File: config.mk
export PLATFORM = sky130hd
export DESIGN_NAME = typec_role_attach_controller_core
export DESIGN_NICKNAME = d
export VERILOG_FILES = /design/src/hdl/trac_pkg.sv /design/src/hdl/typec_role_attach_controller_core.sv
export SDC_FILE = /design/constraint.sdc
export NUM_CORES = 1
export LEC_CHECK = 0
export ABC_AREA = 1
export ABC_CLOCK_PERIOD_IN_PS = 13700
export BUFFER_PORTS_ARGS = -buffer_cell sky130_fd_sc_hd__buf_4
export CAP_MARGIN = 25
export CORE_MARGIN = 2
export CORE_UTILIZATION = 50
export DETAILED_ROUTE_END_ITERATION = 10
export PLACE_DENSITY_LB_ADDON = 0.3
export SYNTH_ARGS = -nofsm -noshare
export SYNTH_HDL_FRONTEND = slang
export SYNTH_SLANG_ARGS = --single-unit
File: constraint.sdc
create_clock -name clk -period 13.7 [get_ports clk]
set_clock_uncertainty 0.15 [all_clocks]
set_input_delay 0.685 -clock clk [delete_from_list [all_inputs] [get_ports clk]]
set_output_delay 0.685 -clock clk [all_outputs]
set_load 0.02 [all_outputs]
File: src/hdl/trac_pkg.sv
package trac_pkg;

  typedef enum logic [1:0] {
    OP_POLL    = 2'd0,
    OP_TOGGLE  = 2'd1,
    OP_SINK    = 2'd2,
    OP_SOURCE  = 2'd3
  } opcode_t;

  typedef enum logic [2:0] {
    LINK_UNATTACHED = 3'd0,
    LINK_WAIT_VBUS  = 3'd1,
    LINK_WAIT_START = 3'd2,
    LINK_ACTIVE     = 3'd3,
    LINK_ROLE_WAIT  = 3'd4
  } link_t;

  localparam logic [1:0] ORIENT_NONE = 2'd0;
  localparam logic [1:0] ORIENT_CC1  = 2'd1;
  localparam logic [1:0] ORIENT_CC2  = 2'd2;

  localparam logic [1:0] START_NONE   = 2'd0;
  localparam logic [1:0] START_DEVICE = 2'd1;
  localparam logic [1:0] START_HOST   = 2'd2;

  localparam logic [1:0] TERM_NONE   = 2'd0;
  localparam logic [1:0] TERM_SINK   = 2'd1;
  localparam logic [1:0] TERM_SOURCE = 2'd2;

  localparam logic [2:0] STATUS_NONE    = 3'd0;
  localparam logic [2:0] STATUS_SAME    = 3'd1;
  localparam logic [2:0] STATUS_BLOCKED = 3'd2;
  localparam logic [2:0] STATUS_DONE    = 3'd3;
  localparam logic [2:0] STATUS_ABORTED = 3'd4;
  localparam logic [2:0] STATUS_BUSY    = 3'd5;

  localparam logic [1:0] REG_ATTACH    = 2'd0;
  localparam logic [1:0] REG_DETACH    = 2'd1;
  localparam logic [1:0] REG_START     = 2'd2;
  localparam logic [1:0] REG_DISCHARGE = 2'd3;

  localparam logic [15:0] ATTACH_RESET    = 16'd80;
  localparam logic [15:0] DETACH_RESET    = 16'd120;
  localparam logic [15:0] START_RESET     = 16'd200;
  localparam logic [15:0] DISCHARGE_RESET = 16'd150;

  typedef struct packed {
    logic [1:0]  opcode;
    logic [31:0] now_ms;
    logic [1:0]  cc1_level;
    logic [1:0]  cc2_level;
    logic        vbus_present;
  } item_t;

  typedef struct packed {
    logic       role_is_source;
    logic [2:0] connection_state;
    logic [1:0] orientation;
    logic       vbus_switch_on;
    logic       usb_running;
    logic [1:0] usb_start_cmd;
    logic       usb_stop_cmd;
    logic [1:0] termination_load;
    logic [2:0] request_status;
  } result_t;

  function automatic logic elapsed(input logic [31:0] now, input logic [31:0] since,
                                   input logic [15:0] limit);
    logic [31:0] diff;
    diff = now - since;
    return diff >= {16'd0, limit};
  endfunction

endpackage

File: src/hdl/typec_role_attach_controller_core.sv
// USB Type-C dual-role attach controller. Each transaction on the item channel carries
// a millisecond timestamp, both CC levels, VBUS presence and a role opcode, and yields
// exactly one transaction on the result channel. An item is registered on entry, then
// evaluated against the connection state into the result register, so one item is taken
// per clock while the result side does not stall; a stalled result holds off the item
// channel. Debounce and discharge timers compare wrap-safe timestamp differences against
// the four 16-bit APB registers (attach, detach, USB start delay, discharge wait at byte
// addresses 0, 4, 8, 12).
module typec_role_attach_controller_core (
  input  logic                 clk,
  input  logic                 rst,
  input  logic                 item_valid,
  output logic                 item_stall,
  input  trac_pkg::item_t      item,
  output logic                 result_valid,
  input  logic                 result_stall,
  output trac_pkg::result_t    result,
  input  logic                 psel,
  input  logic                 penable,
  input  logic                 pwrite,
  input  logic [3:0]           paddr,
  input  logic [31:0]          pwdata,
  output logic [31:0]          prdata,
  output logic                 pready
);

  logic [15:0] attach_debounce_ms;
  logic [15:0] detach_debounce_ms;
  logic [15:0] usb_start_delay_ms;
  logic [15:0] discharge_wait_ms;

  logic            stage_valid;
  trac_pkg::item_t stage;
  logic            advance;

  logic                source_role, source_role_next;
  trac_pkg::link_t     link_state, link_state_next;
  logic [1:0]          saved_link_state, saved_link_state_next;
  logic                pending_role, pending_role_next;
  logic [1:0]          accepted_orientation, accepted_orientation_next;
  logic [1:0]          seen_orientation, seen_orientation_next;
  logic [31:0]         seen_since, seen_since_next;
  logic [31:0]         vbus_seen_at, vbus_seen_at_next;
  logic [31:0]         switch_started_at, switch_started_at_next;
  logic                switch_on, switch_on_next;
  logic                stack_started, stack_started_next;

  logic [1:0] start_pulse;
  logic       stop_pulse;
  logic [1:0] term_pulse;
  logic [2:0] status_out;
  logic       run;
  logic       want;
  logic       take;
  logic       take_to;
  logic [1:0] det;
  logic       gone;

  assign pready     = 1'b1;
  assign advance    = !result_valid || !result_stall;
  assign item_stall = !advance;

  always_comb begin
    unique case (paddr[3:2])
      trac_pkg::REG_ATTACH:    prdata = {16'd0, attach_debounce_ms};
      trac_pkg::REG_DETACH:    prdata = {16'd0, detach_debounce_ms};
      trac_pkg::REG_START:     prdata = {16'd0, usb_start_delay_ms};
      trac_pkg::REG_DISCHARGE: prdata = {16'd0, discharge_wait_ms};
      default:                 prdata = 32'd0;
    endcase
  end

  always_ff @(posedge clk) begin
    if (rst) begin
      attach_debounce_ms <= trac_pkg::ATTACH_RESET;
      detach_debounce_ms <= trac_pkg::DETACH_RESET;
      usb_start_delay_ms <= trac_pkg::START_RESET;
      discharge_wait_ms  <= trac_pkg::DISCHARGE_RESET;
    end else if (psel && penable && pwrite) begin
      unique case (paddr[3:2])
        trac_pkg::REG_ATTACH:    attach_debounce_ms <= pwdata[15:0];
        trac_pkg::REG_DETACH:    detach_debounce_ms <= pwdata[15:0];
        trac_pkg::REG_START:     usb_start_delay_ms <= pwdata[15:0];
        trac_pkg::REG_DISCHARGE: discharge_wait_ms  <= pwdata[15:0];
        default: ;
      endcase
    end
  end

  always_comb begin
    source_role_next          = source_role;
    link_state_next           = link_state;
    saved_link_state_next     = saved_link_state;
    pending_role_next         = pending_role;
    accepted_orientation_next = accepted_orientation;
    seen_orientation_next     = seen_orientation;
    seen_since_next           = seen_since;
    vbus_seen_at_next         = vbus_seen_at;
    switch_started_at_next    = switch_started_at;
    switch_on_next            = switch_on;
    stack_started_next        = stack_started;
    start_pulse = trac_pkg::START_NONE;
    stop_pulse  = 1'b0;
    term_pulse  = trac_pkg::TERM_NONE;
    status_out  = trac_pkg::STATUS_NONE;
    run         = 1'b1;
    take        = 1'b0;
    take_to     = 1'b0;
    det         = trac_pkg::ORIENT_NONE;
    gone        = 1'b0;

    unique case (stage.opcode)
      trac_pkg::OP_TOGGLE: want = !source_role;
      trac_pkg::OP_SOURCE: want = 1'b1;
      default:             want = 1'b0;
    endcase

    if (link_state == trac_pkg::LINK_ROLE_WAIT) begin
      run = 1'b0;
      if (stage.opcode != trac_pkg::OP_POLL) status_out = trac_pkg::STATUS_BUSY;
      if (trac_pkg::elapsed(stage.now_ms, switch_started_at, discharge_wait_ms)) begin
        if (stage.vbus_present) begin
          link_state_next = trac_pkg::link_t'({1'b0, saved_link_state});
          status_out      = trac_pkg::STATUS_ABORTED;
        end else begin
          take    = 1'b1;
          take_to = pending_role;
        end
      end
    end else if (stage.opcode != trac_pkg::OP_POLL) begin
      if (want == source_role) begin
        status_out = trac_pkg::STATUS_SAME;
      end else if (want) begin
        if (stage.vbus_present) begin
          status_out = trac_pkg::STATUS_BLOCKED;
        end else begin
          pending_role_next = 1'b1;
          take    = 1'b1;
          take_to = 1'b1;
          run     = 1'b0;
        end
      end else begin
        switch_on_next         = 1'b0;
        saved_link_state_next  = link_state[1:0];
        pending_role_next      = 1'b0;
        switch_started_at_next = stage.now_ms;
        link_state_next        = trac_pkg::LINK_ROLE_WAIT;
        run                    = 1'b0;
      end
    end

    if (take) begin
      stop_pulse                = 1'b1;
      source_role_next          = take_to;
      switch_on_next            = 1'b0;
      seen_orientation_next     = trac_pkg::ORIENT_NONE;
      seen_since_next           = stage.now_ms;
      accepted_orientation_next = trac_pkg::ORIENT_NONE;
      link_state_next           = trac_pkg::LINK_UNATTACHED;
      vbus_seen_at_next         = 32'd0;
      stack_started_next        = 1'b0;
      term_pulse  = take_to ? trac_pkg::TERM_SOURCE : trac_pkg::TERM_SINK;
      status_out  = trac_pkg::STATUS_DONE;
    end

    if (run) begin
      if (source_role) begin
        if (stage.cc1_level == 2'd1 && stage.cc2_level != 2'd1) begin
          det = trac_pkg::ORIENT_CC1;
        end else if (stage.cc2_level == 2'd1 && stage.cc1_level != 2'd1) begin
          det = trac_pkg::ORIENT_CC2;
        end
      end else begin
        if (stage.cc1_level != 2'd0 && stage.cc2_level == 2'd0) begin
          det = trac_pkg::ORIENT_CC1;
        end else if (stage.cc2_level != 2'd0 && stage.cc1_level == 2'd0) begin
          det = trac_pkg::ORIENT_CC2;
        end
      end
      if (det != seen_orientation) begin
        seen_orientation_next = det;
        seen_since_next       = stage.now_ms;
      end
      gone = trac_pkg::elapsed(stage.now_ms, seen_since_next, detach_debounce_ms);

      unique case (link_state)
        trac_pkg::LINK_UNATTACHED: begin
          if (seen_orientation_next != trac_pkg::ORIENT_NONE &&
              trac_pkg::elapsed(stage.now_ms, seen_since_next, attach_debounce_ms)) begin
            accepted_orientation_next = seen_orientation_next;
            switch_on_next            = source_role;
            link_state_next           = trac_pkg::LINK_WAIT_VBUS;
          end
        end
        trac_pkg::LINK_WAIT_VBUS, trac_pkg::LINK_WAIT_START: begin
          if (seen_orientation_next == trac_pkg::ORIENT_NONE) begin
            if (gone) begin
              switch_on_next            = 1'b0;
              accepted_orientation_next = trac_pkg::ORIENT_NONE;
              link_state_next           = trac_pkg::LINK_UNATTACHED;
            end
          end else if (link_state == trac_pkg::LINK_WAIT_VBUS) begin
            if (stage.vbus_present) begin
              vbus_seen_at_next = stage.now_ms;
              link_state_next   = trac_pkg::LINK_WAIT_START;
            end
          end else if (!stage.vbus_present) begin
            switch_on_next  = 1'b0;
            link_state_next = trac_pkg::LINK_WAIT_VBUS;
          end else if (trac_pkg::elapsed(stage.now_ms, vbus_seen_at,
                                         usb_start_delay_ms)) begin
            if (!stack_started) begin
              start_pulse = source_role ? trac_pkg::START_HOST : trac_pkg::START_DEVICE;
              stack_started_next = 1'b1;
            end
            link_state_next = trac_pkg::LINK_ACTIVE;
          end
        end
        trac_pkg::LINK_ACTIVE: begin
          if ((seen_orientation_next == trac_pkg::ORIENT_NONE || !stage.vbus_present) &&
              gone) begin
            accepted_orientation_next = trac_pkg::ORIENT_NONE;
            link_state_next           = trac_pkg::LINK_UNATTACHED;
            if (source_role) begin
              switch_on_next        = 1'b0;
              stop_pulse            = 1'b1;
              stack_started_next    = 1'b0;
              seen_orientation_next = trac_pkg::ORIENT_NONE;
              seen_since_next       = stage.now_ms;
              vbus_seen_at_next     = 32'd0;
              term_pulse            = trac_pkg::TERM_SOURCE;
            end else begin
              stack_started_next = 1'b1;
            end
          end
        end
        default: begin
          switch_on_next            = 1'b0;
          stop_pulse                = 1'b1;
          stack_started_next        = 1'b0;
          accepted_orientation_next = trac_pkg::ORIENT_NONE;
          link_state_next           = trac_pkg::LINK_UNATTACHED;
        end
      endcase
    end
  end

  always_ff @(posedge clk) begin
    if (rst) begin
      stage_valid          <= 1'b0;
      result_valid         <= 1'b0;
      source_role          <= 1'b0;
      link_state           <= trac_pkg::LINK_UNATTACHED;
      saved_link_state     <= 2'd0;
      pending_role         <= 1'b0;
      accepted_orientation <= trac_pkg::ORIENT_NONE;
      seen_orientation     <= trac_pkg::ORIENT_NONE;
      seen_since           <= 32'd0;
      vbus_seen_at         <= 32'd0;
      switch_started_at    <= 32'd0;
      switch_on            <= 1'b0;
      stack_started        <= 1'b0;
    end else begin
      if (advance) begin
        stage_valid  <= item_valid;
        result_valid <= stage_valid;
        if (item_valid) stage <= item;
        if (stage_valid) begin
          source_role          <= source_role_next;
          link_state           <= link_state_next;
          saved_link_state     <= saved_link_state_next;
          pending_role         <= pending_role_next;
          accepted_orientation <= accepted_orientation_next;
          seen_orientation     <= seen_orientation_next;
          seen_since           <= seen_since_next;
          vbus_seen_at         <= vbus_seen_at_next;
          switch_started_at    <= switch_started_at_next;
          switch_on            <= switch_on_next;
          stack_started        <= stack_started_next;
          result.role_is_source   <= source_role_next;
          result.connection_state <= link_state_next;
          result.orientation      <= accepted_orientation_next;
          result.vbus_switch_on   <= switch_on_next;
          result.usb_running      <= stack_started_next;
          result.usb_start_cmd    <= start_pulse;
          result.usb_stop_cmd     <= stop_pulse;
          result.termination_load <= term_pulse;
          result.request_status   <= status_out;
        end
      end
    end
  end

  a_switch_only_source: assert property (@(posedge clk) disable iff (rst)
    switch_on |-> source_role)
    else $error("VBUS switch on while in sink role");

  a_switch_off_in_role_wait: assert property (@(posedge clk) disable iff (rst)
    link_state == trac_pkg::LINK_ROLE_WAIT |-> !switch_on)
    else $error("VBUS switch on during role switch wait");

  a_start_sets_running: assert property (@(posedge clk) disable iff (rst)
    result_valid && result.usb_start_cmd != trac_pkg::START_NONE |-> result.usb_running)
    else $error("start pulse without stack flag");

  a_result_follows_stage: assert property (@(posedge clk) disable iff (rst)
    stage_valid && advance |=> result_valid)
    else $error("evaluated item produced no result");

endmodule

==> impl_metrics.toml, run 1 <==
[status]
status = "complete, no violations"

[timing]
postLayoutSetupSlackWorst_ns = 4.91
maxSlewHeadroom_pct = 29.1
drv_slew = 0
setup_violations = 0
rsz0062_at_grt = "false"
holdWs_ns = 0.140
post-route-period-util_pct = 64.1
tns_ns = 0
hold_viol = 0
fmax_mhz = 114
period_needed_ns = 8.79
max_slew.worst_pin.slew_ns = 1.06

[clock_network]
clk_latency_ns = 0.57
hold_buffers = 0
cts_tree = "yes"
cts_buffers = 29
clockBufferDepth = 3
cts_setup_buffers = 0
cts.clk_slew.worst_paths_ns = 0.06
clkSinkCount = 230
ctsResizeCount = 0
htreeDepth = 1
clockRootBuffer = "clkbuf_16"

[placement]
place_congestion = 0.992
dp_slack_ns = 5.08
placed_cell_area_um2 = 20300
dpl.hpwl_um = 45400
io_buffers = 97

[grt]
grtUsageMet1_pct = 38.9
grt_pass1_wl_um = 97900
grt_max_degree = 110
grt_util_all_layers_pct = 29.5
grt_use_met2_pct = 48.5
grt_pass1_vias = 18800
busiest_layer = "met2"
antenna_found_initial = 0
met3_usage_pct = 2.92
grt.overflow.total = 0

[route]
wl_um = 61000
ant_nets = 0
drc = 0
vias = 20100
viasPerCell = 5.57
routedWlPerCell_um = 16.9
dr.first_iter.drc_count = 1579
dr.pass1.iters = 8

[run]
drv_cap = 0

[setup_path]
cp-end-kind = "register"
r2r-start = "stage[6]"
crit_required_ns = 13.98
slowest_stage = "nand4_4"
startpoint = "stage[6]"
critPathLaunchType = "register"
worstPathMaxFanout = 63
critPathKind = "register to register"
crit_path_frequent_cell = "nand2_1"
cp_data_arrival_time_ns = 9.07
max_stage_delay_ns = 0.69

[layout]
drive_gt1_share_pct = 7.64
stdcell_area_um2 = 21400
layout.nets = 3299
syn_to_final_growth_pct = 9.23
diodes = 0

[pwr]
power_frac_comb_pct = 35.9
power.switching_uw = 926
ir_drop_uv = 88.0
intPower_uw = 1500
clock_power_share_pct = 33.0
seq_power_share_pct = 31.1
power.leakage_uw = 0.0103
swShare_pct = 38.2
finalPower_uw = 2420
power.density_nw_per_um2 = 113

[synth]
ys_warn_count = 0
synth-edff-count = 55
synth_top_area_share_pct = 17.9
syn_area_per_cell_um2 = 6.45
ys.flop_type = "dfxtp_1"
netlist_instances = 3035
async_flop_share_pct = 0
yosys.cell_types.count = 62
synth_seq_cells = 230
yosysTopAreaCell = "dfxtp_1"
netlist_area_um2 = 19600
ys_seq_area_share_pct = 26.3
synth_area_leaders = "dfxtp_1, nand2_1, inv_1"

[worst_hold_path]
min_from = "item[23]"
worstHoldPathType = "input pin to register"

[floorplan]
initial_core_util_pct = 50.7
io_pins = 133
dieArea_um2 = 40800
die_h_um = 202
chipWidth_um = 202
rows = 72
core_area_um2 = 38600
Yosys cell counts (all sizes together) (3+ instances only):
library cell	instances
and2	8
nor4	5
nand3b	8
a21o	5
xnor2	14
nor2	187
nand2	773
a21oi	247
o21ai	326
o211ai	32
a21boi	7
dlygate4sd3	5
mux2i	10
o22ai	29
ha	147
inv	513
nor3	27
clkbuf	77
dfxtp	175
o221ai	4
edfxtp	55
a211oi	5
a31oi	37
buf	45
xor2	45
o21a	9
nand4	52
or2	3
o21bai	12
nand3	158
cells in the final DEF, fill, tap and decap left out, types with 45 or more instances in the layout:
| cell type | netlist | final |
|---|---|---|
| buf_4 | 22 | 112 |
| a21oi_1 | 244 | 244 |
| nand2_1 | 761 | 760 |
| ha_1 | 147 | 147 |
| edfxtp_1 | 55 | 55 |
| dfxtp_1 | 175 | 175 |
| nand3_1 | 152 | 152 |
| nor2_1 | 176 | 173 |
| o21ai_0 | 314 | 314 |
| xor2_1 | 45 | 45 |
| inv_1 | 499 | 497 |
path summary, 6_finish.rpt:
| check | to | slack, ns | cells past startpoint |
|---|---|---|---|
| hold reg to reg | switch_started_at[16] | 0.31 | 2 |
| setup / recovery | seen_since[8] | 4.91 | 40 |
| setup reg to reg | seen_since[8] | 4.91 | 40 |
| hold / removal | stage[23] | 0.14 | 1 |
logic make-up after synthesis:
family	Yosys count	synth area share, %
AOI/OAI and AO/OA	721	20.2
xor gates and xnor gates	59	2.64
adders and majority gates	149	9.59
buffers and inverters	642	14.1
DFF	230	26.3
muxes	10	0.511
other	2	0.0383
and+or+nand+nor	1222	26.6
registers in the layout (all words and copies together), names as in the netlist, 2 cells and up:
name                  flops
switch_started_at        32
attach_debounce_ms       16
stage                    39
vbus_seen_at             32
accepted_orientation      2
discharge_wait_ms        16
usb_start_delay_ms       16
seen_since               32
link_state                3
result                   16
saved_link_state          2
seen_orientation          2
detach_debounce_ms       16
power by group through the flow:
stage	registers, uW	logic [uW]	clock network (uW)
final	754	871	799
after global routing	756	988	836
after CTS	753	859	810
after detailed placement	767	854	0
after global placement	766	823	0
after floorplan	758	646	0
routing by layer:
layer	wire, um	vias up
li1	-	9996
met1	27100	9219
met2	27000	727
met3	3570	160
met4	3410	0
met5	0	-
through the flow:
stage,util (%),instances
final,55.4,3608
after global routing,55.4,3608
after CTS,55.2,3606
after detailed placement,52.6,3553
after global placement,52.6,3551
after floorplan,-,3050
final cells by class:
class | instances | area (um^2)
inverter | 514 | 1930
multi-input combinational | 2178 | 11700
timing repair buffer | 115 | 923
fill | 3834 | 17300
tap | 518 | 648
clock buffer | 37 | 848
clock inverter | 16 | 146
sequential | 230 | 5150
worst max-delay path, delay by kind of cell (launching register included):
family          cells  cell delay, ns
simple gates       23            3.15
buf+inv             4            1.48
compound gates      8            1.46
fa+ha+maj           3            1.15
flops               1            0.61
mux                 1            0.28
xor+xnor            1            0.27
Power figures use the tool's default switching activity.
==> run 2, diff against run 1 <==
--- a/config.mk
+++ b/config.mk
@@ -5,8 +5,8 @@
 export SDC_FILE = /design/constraint.sdc
 export NUM_CORES = 1
 export LEC_CHECK = 0
-export ABC_AREA = 1
-export ABC_CLOCK_PERIOD_IN_PS = 13700
+export ABC_AREA = 0
+export ABC_CLOCK_PERIOD_IN_PS = 7600
 export BUFFER_PORTS_ARGS = -buffer_cell sky130_fd_sc_hd__buf_4
 export CAP_MARGIN = 25
 export CORE_MARGIN = 2
==> constraint.sdc (replaced) <==
create_clock -name clk -period 7.6 [get_ports clk]
set_clock_uncertainty 0.15 [all_clocks]
set_input_delay 0.38 -clock clk [delete_from_list [all_inputs] [get_ports clk]]
set_output_delay 0.38 -clock clk [all_outputs]
set_load 0.02 [all_outputs]
==> run 2 against run 1 <==
The flow now finishes with violations (negative setup slack). Setup slack worse by 5.3 ns. Clock power is 74% higher. Global-route usage is 5.4 points higher. Final area is 16% higher. Non-clock buffer count is 406 higher. Synthesized area is 6.5% lower. Sequential power is 74% higher. Count of clock-buffer cells in the layout is 2 higher. Power is 66% higher. Register-to-register slack worse by 5.3 ns. Via count is 0.61% higher.
==> impl_metrics.toml, run 2 <==
[clock_network]
clockRootBuffer = "clkbuf_16"
htreeDepth = 1
clockBufferDepth = 3
cts_tree = "yes"
cts.clk_slew.worst_paths_ns = 0.07
cts_buffers = 28
clkSinkCount = 230
clk_latency_ns = 0.57

[synth]
yosys.cell_types.count = 99
synth_top_area_share_pct = 19.1
synth_seq_cells = 230
netlist_area_um2 = 18300
syn_area_per_cell_um2 = 7.68
ys.flop_type = "dfxtp_1"
async_flop_share_pct = 0
ys_seq_area_share_pct = 28.1
synth_most_common_cell = "nand2_1"
netlist_instances = 2386
synth-edff-count = 55
synth_common_cells = "nand2_1, a21oi_1, nor2_1, dfxtp_1, inv_1"
ys_warn_count = 0
yosysTopAreaCell = "dfxtp_1"
synth_area_leaders = "dfxtp_1, ha_1, edfxtp_1"

[setup_path]
crit_required_ns = 7.74
rr_worst_depth = 41
r2r_slack_ns = -0.36
cp_data_arrival_time_ns = 8.10
cp-end-kind = "register"
max_stage_delay_ns = 0.54
worstPathMaxFanout = 8
slowest_stage = "edfxtp_1"
r2r-start = "stage[18]"
critPathKind = "register to register"
r2r_end = "result[5]"
critPathLaunchType = "register"
crit_path_frequent_cell = "a21o_1"

[timing]
postLayoutSetupSlackWorst_ns = -0.360
fmax_mhz = 126
max_slew.worst_pin.slew_ns = 1.00
period_needed_ns = 7.96
hold_viol = 0
setup_violations = 79
maxSlewHeadroom_pct = 33.1
post-route-period-util_pct = 105
drv_slew = 0
holdWs_ns = 0.0533
rsz0062_at_grt = "true"

[pwr]
clock_power_share_pct = 34.6
power.density_nw_per_um2 = 161
power_frac_comb_pct = 32.8
power.switching_uw = 1320
intPower_uw = 2700
ir_drop_uv = 179
power.leakage_uw = 0.00989
swShare_pct = 32.8
seq_power_share_pct = 32.6

[grt]
grt.overflow.total = 0
antenna_found_initial = 0
grt_use_met2_pct = 55.7
busiest_layer = "met2"
met3_usage_pct = 5.25
grt_max_degree = 97
grt_util_all_layers_pct = 34.9
grt_pass1_wl_um = 106000
grtUsageMet1_pct = 46.6
grt_pass1_vias = 19500

[placement]
io_buffers = 97
place_congestion = 1.01
dpl.hpwl_um = 50900

[layout]
final_cell_mix = "buf_4, nand2_1, a21oi_1"
layout_commonest_cell = "buf_4"
seq_area_um2 = 5150
layout.nets = 3050
fin_util_pct = 68.5
top_register = "stage"
multi_input_area_um2 = 13200
drive_gt1_share_pct = 26.8
largest_reg_flops = 39
nFillCells = 2910
syn_to_final_growth_pct = 35.9

[route]
routedWlPerCell_um = 21.0
dr.pass1.iters = 6
ant_nets = 0
wl_um = 69500
dr.first_iter.drc_count = 1963
drc = 0
viasPerCell = 6.11
vias = 20200

[status]
status = "complete, but fails checks"
violations = "negative setup slack"

[worst_hold_path]
min_path_cells = 4
min_from = "result_stall"
holdPathEnd = "stage_valid"
worstHoldPathType = "input pin to register"

[floorplan]
initial_core_util_pct = 50.4
rows = 70
dieArea_um2 = 38200
die_h_um = 195
core_area_um2 = 36300
io_pins = 133
chipWidth_um = 195

[run]
drv_cap = 0
[run 2: kinds of logic after synthesis]
family / share of synthesized area [%]
AO/OA/AOI/OAI: 26.9
XOR/XNOR: 2.49
adder cells (fa/ha/maj): 10.5
buffers and inverters: 6.72
flip-flops: 28.1
multiplexers: 4.23
other: 0.0410
AND/OR/NAND/NOR: 21.0
[run 2: per-layer routing]
metal  up-vias  share of wire, %
met3       224               8.3
met1      9503                42
li1       9458                 -
met5         -                 0
met2      1039                45
met4         0               5.3
[run 2: area by class of cell]
type                    count  share of cell area, %
well taps                 468                   2.35
clock buffers              39                   3.39
clock inverters            12                  0.442
diodes                      1                 0.0101
inverters                 164                   2.52
multi-input cells        1874                   53.2
repair buffers            521                   17.4
flip-flops and latches    230                   20.7
[run 2: stage by stage]
step	setup slack, ns	area [um^2]	setup TNS [ns]	total power (uW)	std cells
3_5_place_dp	-0.658	21700	-43.97	2410	3155
2_1_floorplan	-0.431	18600	-17.93	1980	2401
3_3_place_gp	-0.455	21700	-27.99	2390	3154
5_1_grt	-0.600	24900	-39.17	4170	3308
6_report	-0.360	24900	-17.57	4020	3309
4_1_cts	-0.245	24100	-10.64	3900	3285
[run 2: power by group through the flow]
stage	Sequential (uW)	Clock [uW]	Combinational (uW)
after floorplan	1340	0	649
after global placement	1330	0	1060
after detailed placement	1330	0	1080
after CTS	1310	1400	1200
after global routing	1310	1450	1410
final	1310	1390	1320
[run 2: how the worst max path moves through the flow]
stage | cells after the start | startpoint | end
3_5_place_dp | 43 | stage[5] | seen_since[7]
6_report | 41 | stage[18] | result[5]
3_3_place_gp | 46 | stage[5] | result[12]
5_1_grt | 48 | stage[5] | result[5]
2_1_floorplan | 45 | stage[5] | seen_since[15]
4_1_cts | 46 | stage[5] | vbus_seen_at[22]
[run 2: worst max-delay path: cells and delay by family, from the launching register on]
family	cells	cell delay, ns
xor+xnor	1	0.34
buf+inv	9	1.18
simple gates	7	1.12
compound gates	20	3.27
flops	1	0.54
fa+ha+maj	4	1.05
[run 2: timing repair]
| item | in CTS | in global routing |
|---|---|---|
| pin swaps | 81 | 85 |
| endpoints found under the hold margin | 104 | 0 |
| gates resized for setup | 143 | 113 |
| setup endpoints to repair | 80 | 80 |
| buffers inserted | 20 | 25 |
| hold buffers | 56 | 0 |
| cloned | 4 | 2 |
